<file path="src/hdl/zvd_pkg.sv">
// zvd_pkg: shared widths and constants for the zig-zag varint decoder
// no dependencies; imported by zigzag_varint_decoder
package zvd_pkg;

  // default and legal range of the longest encoding in bytes
  localparam int ZVD_MAX_BYTES     = 9;
  localparam int ZVD_MAX_BYTES_MIN = 2;
  localparam int ZVD_MAX_BYTES_MAX = 10;

  // field widths
  localparam int BYTE_W  = 8;
  localparam int VALUE_W = 64;
  localparam int IDX_W   = 4;
  localparam int SHIFT_W = 6;

  // payload bits per byte and the continuation flag
  localparam int PAYLOAD_BITS = 7;
  localparam int CONT_BIT     = 7;

  typedef logic [VALUE_W-1:0] acc_t;
  typedef logic [IDX_W-1:0]   idx_t;

  // zig-zag decode: (t >> 1) xor -(t and 1)
  function automatic acc_t zigzag_decode(input acc_t t);
    zigzag_decode = (t >> 1) ^ {VALUE_W{t[0]}};
  endfunction

endpackage

</file>
<file path="src/hdl/zigzag_varint_decoder.sv">
// zigzag_varint_decoder: streaming zig-zag LEB128 decoder, one byte per item
// depends on zvd_pkg
//
// Takes one byte per cycle and sustains one item per clock when the output
// side does not stall. An item waits in the input register, where the
// accumulate and decode logic works on it, and moves into the result
// register once that register is free. A byte that ends no value, or that is
// absorbed after a value ended, leaves the input register even while the
// result register is held. An empty-array mark or an array that ends
// mid-value yields an error result with value and byte_count zero.
// MAX_BYTES (2 to 10) sets the longest encoding; its final byte is taken
// whole as payload, continuation bit included.
module zigzag_varint_decoder #(
  parameter int MAX_BYTES = zvd_pkg::ZVD_MAX_BYTES
) (
  input  logic                              clk,
  input  logic                              rst,
  input  logic                              in_valid,
  output logic                              in_stall,
  input  logic [zvd_pkg::BYTE_W-1:0]        data_byte,
  input  logic                              last_in_array,
  input  logic                              empty_array,
  output logic                              out_valid,
  input  logic                              out_stall,
  output logic signed [zvd_pkg::VALUE_W-1:0] value,
  output logic [zvd_pkg::IDX_W-1:0]         byte_count,
  output logic                              error
);
  import zvd_pkg::*;

  localparam idx_t LAST_IDX = IDX_W'(MAX_BYTES - 1);

  // input register
  logic              s1_valid;
  logic [BYTE_W-1:0] s1_byte;
  logic              s1_last;
  logic              s1_empty;

  // decode state
  acc_t accumulator;
  acc_t accumulator_next;
  idx_t byte_index;
  idx_t byte_index_next;
  logic skipping_rest;
  logic skipping_rest_next;

  // single-pass decode results
  logic [SHIFT_W-1:0] shift;
  acc_t               byte_bits;
  acc_t               acc_merged;
  logic               done;
  logic               has_result;
  acc_t               res_value;
  idx_t               res_count;
  logic               res_error;

  logic out_free;
  logic s1_go;
  logic in_take;

  // handshake
  assign out_free = !out_valid || !out_stall;
  assign s1_go    = s1_valid && (!has_result || out_free);
  assign in_stall = s1_valid && !s1_go;
  assign in_take  = in_valid && !in_stall;

  // place this byte's bits at 7 times its index
  always_comb begin
    shift = SHIFT_W'(byte_index) * SHIFT_W'(PAYLOAD_BITS);
    if (byte_index >= LAST_IDX) begin
      byte_bits = acc_t'(s1_byte) << shift;
      done      = 1'b1;
    end else begin
      byte_bits = acc_t'(s1_byte[PAYLOAD_BITS-1:0]) << shift;
      done      = !s1_byte[CONT_BIT];
    end
    acc_merged = accumulator | byte_bits;
  end

  // next state and result for the item in the input register
  always_comb begin
    accumulator_next   = accumulator;
    byte_index_next    = byte_index;
    skipping_rest_next = skipping_rest;
    has_result         = 1'b0;
    res_value          = '0;
    res_count          = '0;
    res_error          = 1'b0;
    if (s1_empty) begin
      accumulator_next   = '0;
      byte_index_next    = '0;
      skipping_rest_next = 1'b0;
      has_result         = 1'b1;
      res_error          = 1'b1;
    end else if (skipping_rest) begin
      if (s1_last) begin
        skipping_rest_next = 1'b0;
      end
    end else if (done) begin
      accumulator_next   = '0;
      byte_index_next    = '0;
      skipping_rest_next = !s1_last;
      has_result         = 1'b1;
      res_value          = zigzag_decode(acc_merged);
      res_count          = byte_index + idx_t'(1);
    end else if (s1_last) begin
      accumulator_next = '0;
      byte_index_next  = '0;
      has_result       = 1'b1;
      res_error        = 1'b1;
    end else begin
      accumulator_next = acc_merged;
      byte_index_next  = byte_index + idx_t'(1);
    end
  end

  // input register control
  always_ff @(posedge clk) begin
    if (rst) begin
      s1_valid <= 1'b0;
    end else if (in_take) begin
      s1_valid <= 1'b1;
    end else if (s1_go) begin
      s1_valid <= 1'b0;
    end
  end

  // input register payload
  always_ff @(posedge clk) begin
    if (in_take) begin
      s1_byte  <= data_byte;
      s1_last  <= last_in_array;
      s1_empty <= empty_array;
    end
  end

  // decode state update
  always_ff @(posedge clk) begin
    if (rst) begin
      accumulator   <= '0;
      byte_index    <= '0;
      skipping_rest <= 1'b0;
    end else if (s1_go) begin
      accumulator   <= accumulator_next;
      byte_index    <= byte_index_next;
      skipping_rest <= skipping_rest_next;
    end
  end

  // result register control
  always_ff @(posedge clk) begin
    if (rst) begin
      out_valid <= 1'b0;
    end else if (s1_go && has_result) begin
      out_valid <= 1'b1;
    end else if (!out_stall) begin
      out_valid <= 1'b0;
    end
  end

  // result register payload
  always_ff @(posedge clk) begin
    if (s1_go && has_result) begin
      value      <= res_value;
      byte_count <= res_count;
      error      <= res_error;
    end
  end

  // index never passes the final byte position
  assert property (@(posedge clk) disable iff (rst) byte_index <= LAST_IDX)
    else $error("byte_index beyond final byte position");

  // absorbing mode starts from a clean accumulator
  assert property (@(posedge clk) disable iff (rst)
    skipping_rest |-> (accumulator == '0 && byte_index == '0))
    else $error("stale accumulator while absorbing");

  // error results carry zero value and count
  assert property (@(posedge clk) disable iff (rst)
    (out_valid && error) |-> (value == '0 && byte_count == '0))
    else $error("error result with nonzero payload");

  // value results count between one and the longest encoding
  assert property (@(posedge clk) disable iff (rst)
    (out_valid && !error) |-> (byte_count != '0 && byte_count <= IDX_W'(MAX_BYTES)))
    else $error("byte_count out of range");

  // a result leaves the input register only into a free result register
  assert property (@(posedge clk) disable iff (rst)
    (s1_go && has_result) |-> out_free)
    else $error("result overwrote a held result");

endmodule
</file>
<file path="config.mk">
export PLATFORM = sky130hd
export DESIGN_NAME = zigzag_varint_decoder
export DESIGN_NICKNAME = d
export VERILOG_FILES = /design/src/hdl/zvd_pkg.sv /design/src/hdl/zigzag_varint_decoder.sv
export SDC_FILE = /design/constraint.sdc
export NUM_CORES = 1
export LEC_CHECK = 0
export BUFFER_PORTS_ARGS = -buffer_cell sky130_fd_sc_hd__buf_2
export CAP_MARGIN = 20
export CORE_MARGIN = 4
export CORE_UTILIZATION = 45
export DETAILED_ROUTE_END_ITERATION = 16
export GPL_TIMING_DRIVEN = 0
export PLACE_DENSITY_LB_ADDON = 0.15
export SETUP_SLACK_MARGIN = 0.15
export SYNTH_ARGS = -nofsm -noshare
export SYNTH_HDL_FRONTEND = slang
export SYNTH_SLANG_ARGS = --single-unit
</file>
<file path="constraint.sdc">
create_clock -name clk -period 13.2 [get_ports clk]
set_input_delay 1.32 -clock clk [delete_from_list [all_inputs] [get_ports clk]]
set_output_delay 1.32 -clock clk [all_outputs]
set_load 0.005 [all_outputs]
</file>
Yosys cells after proc, flatten, opt, wreduce, memory -nomap -nowiden. Index checks and enable logic that the tools add are counted.

Register bits after elaboration: 150. Input bits: 14. Output and inout bits: 71. Logic and storage cells: 61.

$add $sub $neg: 1. Multipliers: 1. Magnitude comparators: 1. Eq/ne operators: 2. Shifts and indexed selects: 2. Mux-type cells: 24. Bitwise gates (word level): 3. Reductions and logical operators: 16.

Operators by type and width (count): $mux 64 (5); $or 64x64->64 (1); $shl 7x6->64 (1); $shl 8x6->64 (1); $xor 63x64->64 (1); $mux 4 (4); $mux 1 (15); $logic_not 1->1 (7); $mul 4x3->6 const B (1); $add 4x1->4 const B (1); $ge 4x4->1 const B (1); $logic_and 1x1->1 (4); $reduce_or 3->1 (1); $logic_or 1x1->1 (2); $ne 2x1->1 const B (1); $ne 2x2->1 const B (1); $reduce_and 2->1 (1); $reduce_bool 2->1 (1); $not 1->1 (1).

Longest topological paths before layout.
Depth after elaboration: 13. Mapped depth: 12.

Worst setup path after synthesis. No wires, ideal clock.

Kind: input to register. From: input out_stall. To: register accumulator[10]. Library setup time: 128 ps. Data arrival time: 7625 ps. Slack: 5447 ps. Cell stages on the path: 7. Buffers on the path: 3. Cell sequence: and2_1 buf_1 nor3_1 or2_2 buf_2 buf_1 nor2_1.

Longest elaborated chain between the ends: 5.

RTL lines: from (decl) (line zigzag_varint_decoder.sv:24) `input logic out_stall,`; $logic_not 1->1; $logic_or 1x1->1 (line zigzag_varint_decoder.sv:62) `assign out_free = !out_valid || !out_stall;`; $logic_or 1x1->1 (line zigzag_varint_decoder.sv:63) `assign s1_go = s1_valid && (!has_result || out_free);`; $logic_and 1x1->1 (line zigzag_varint_decoder.sv:63); $reduce_and 2->1 (no source line); to (signal assigned) (line zigzag_varint_decoder.sv:144) `accumulator <= accumulator_next;`; to (decl) (line zigzag_varint_decoder.sv:40) `acc_t accumulator;`.

No other way between the ends. A chain may end at the register's enable or synchronous reset.

Final worst setup path.
From: register byte_index[1]. To: register value[56] in the netlist's numbering, data pin.

Longest elaborated chain between the ends: 5. Elaborated cells between the ends (all ways): 10. Those cells by class: 1 x mul; 1 x order compare; 2 x shift; 2 x mux; 3 x bitwise; 1 x reduce/logical.

RTL lines: from (decl) (line zigzag_varint_decoder.sv:42) `idx_t byte_index;`; from (signal assigned) (line zigzag_varint_decoder.sv:145) `byte_index <= byte_index_next;`; $mul 4x3->6 (line zigzag_varint_decoder.sv:69) `shift = SHIFT_W'(byte_index) * SHIFT_W'(PAYLOAD_BITS);`; $shl 8x6->64 or $shl 7x6->64 (tied branches) (line zigzag_varint_decoder.sv:71, zigzag_varint_decoder.sv:74); $mux 64 (line zigzag_varint_decoder.sv:70) `if (byte_index >= LAST_IDX) begin`; $or 64x64->64 (line zigzag_varint_decoder.sv:77) `acc_merged = accumulator | byte_bits;`; $xor 63x64->64 (line zvd_pkg.sv:25) `zigzag_decode = (t >> 1) ^ {VALUE_W{t[0]}};`; to (signal assigned) (line zigzag_varint_decoder.sv:164) `value <= res_value;`; to (decl) (line zigzag_varint_decoder.sv:25) `output logic signed [zvd_pkg::VALUE_W-1:0] value,`.

Parallel ways exist; a longest one is shown, timed or not.

==> metrics.txt <==
status=finished clean; Synth Warn #=0; area fraction in compound gates after synthesis=15.4%; Crit path arrival time=4240 ps; GR Overflow Total=0; most frequent cells in the layout=nor2_1 (112), a21oi_1 (103), buf_2 (92); Multi-input gate area=3030 um2; Fin Clk Skew=8.91 ps; register area share after synthesis=53.7%; mux contribution to synthesized area=7.24%; Worst setup startpoint=byte_index[1]; Slew @ Worst Pin=1110 ps; Area growth, synth to finish=19.5%; endpoints failing hold=0; Post-synth ARST share=0%; LEAKAGE=0.00334 uW; Total Neg Setup Slack=0 ps; critical path class=flop to flop; final slew viol count=0; Max Fclk=0.245 GHz; total number of vias=5403; gr usage total=20.9%; Storage cell area=3790 um2; vias in the first global route=5166; DR vias/cell=5.40; final antenna-violating net count=0; final core utilization=55.1%; crit path launch type=flop; first-pass GRT wire length=28.8 mm; pwr dens=137 nW/um2; hold depth=2; Slew HR=25.7%; post-layout minimum cycle time=4070 ps; core footprint=15300 um2; die width=133 um; WL per Instance=18.2 um; drt first pass iters=5; Max-Cap Viols=0; initial core utilization=46.1%; fillers=1409; reg2reg start=byte_index[1]; setup violators final=0; DRC Markers=0; Worst-path clk slew=70 ps; clk root buf=clkbuf_16; WP data required=13360 ps; largest net degree at the start of global routing=17; worst skew pair latency=430 ps; Syn Inst Count=668; share of cells above drive strength 1=20.3%; TritonCTS clock tree=done; Post-Synth Simple-Gate Area=12.7%; syn_nets=693; HP Class=flop to flop; Post-Route WL=18.2 mm; Yosys reg bits=150; Nets=802; xor and xnor area share after synthesis=5.08%; DP HPWL=13.5 mm; Synth area leader=edfxtp_1; final weighted congestion in routability-driven placement=0.901; DRT iter0 DRCs=512; period utilization=30.9%; R2R cell count=9; setup bufs post-CTS=0; Peak VDD IR=0.0827 mV; antenna violations before repair=0; Longest Clk Path Bufs=2; commonest non-fill, non-tap cell in the layout=nor2_1; largest family of logic cells by synthesized area=compound AO/OA/AOI/OAI gates; worst flop-to-flop path endpoint=value[56]; synth unique cells=62; htree depth=4; clock tree sinks=150; Mapped Area=7060 um2; CP max FO=10; R2R Setup Slk=9130 ps; # rows=45; Main synth FF type=edfxtp_1; Inserted Diodes=0; Adder-Cell Fraction of Synth Area=2.37%; Die H=133 um; count of input and output buffers=83; ranking of synthesized cells by area=edfxtp_1 (34%), dfxtp_1 (20%), a21oi_1 (7.3%), nor2_1 (6.0%), mux2i_1 (4.8%); crit end category=flop; RSZ-0062 raised after global routing=no; top cell type's share of synthesized area=33.6%; Post-synth EDFFs=79; CTS resizes=0; Post-Syn Area per Cell=10.6 um2; number of buffers created by CTS=17; Worst Setup EP=value[56]; Ports=85; die area=17800 um2; cts hold-fix bufs=0
## critical path, cell delays in order, from the launching register on
cell	delay (ps)
dfxtp_1	540
fa_1	490
ha_1	230
fa_1	670
clkbuf_1	430
nand3_1	210
a31oi_1	780
a21oi_1	190
xnor2_1	190
nor2_1	60
## area by class of cell
type	instances	area share, %
plain buffers	38	2.40
clock buffers	18	5.34
clock inverters	14	2.10
inverters	12	0.534
multi-input cells	468	35.9
flip-flops and latches	150	44.9
well taps	211	3.13
repair buffers	90	5.69
## routing by layer
metal,GRT usage [%],up-vias,wire (um)
met2,31.9,169,8170
met1,28.7,2553,8500
met3,5.21,33,1140
met4,8.06,0,439
met5,0,-,0
li1,-,2648,-
## metrics by stage
step	total power, uW	hold WS [ps]	instances	setup WS, ps	area, um2
after floorplan	615	437	668	5450	7060
after global placement	656	448	962	3160	7740
after detailed placement	658	455	968	9160	7810
after CTS	1170	471	1000	9110	8440
after global routing	1200	497	1001	8770	8440
final	1160	469	1001	9130	8440
## power breakdown
group	internal, uW	switching [uW]	total (uW)	leakage, uW
clock network	298	212	510	0.000302
registers	508	6.22	515	0.00135
logic	51.0	82.8	134	0.00169
total	857	301	1160	0.00334
## synth_stat cells, types with 3 or more instances
library cell    n
buf_1           6
and2_1          5
o2bb2ai_1       3
ha_1            7
clkbuf_1       16
nor2b_1         5
inv_1          11
a21oi_1       103
nand2_1        19
edfxtp_1       79
a32o_1          7
a21o_1          7
nand2b_1        6
xnor2_1        38
dfxtp_1        71
xor2_1          3
a221o_1         5
a31oi_1        20
mux2i_1        34
or2_2           3
fa_1            4
o21ai_0         6
buf_6           6
a22o_1          4
nor2_1        112
or3_1           5
nor3_1         11
mux2_2          7
buf_2           9
nand3_1         8
nand3b_1        4
## cell families after synthesis
kind of cell / count (synthesis)
mux: 46
fa+ha+maj: 11
flops: 150
compound gates: 176
xor+xnor: 41
buf+inv: 50
simple gates: 194
## sequential cells by signal, summed over array words and instances, names as in the netlist
signal,flops
s1_empty,1
accumulator,64
byte_count,4
s1_byte,8
skipping_rest,1
s1_valid,1
s1_last,1
error,1
out_valid,1
value,64
byte_index,4
## worst min path at each step
stage | from | endpoint
global placement | accumulator[6] | accumulator[6]
CTS | accumulator[3] | accumulator[3]
finish | accumulator[3] | accumulator[3]
floorplan | accumulator[15] | accumulator[15]
global route | accumulator[63] | accumulator[63]
detailed placement | accumulator[6] | accumulator[6]
(Power assumes the default switching activity.)
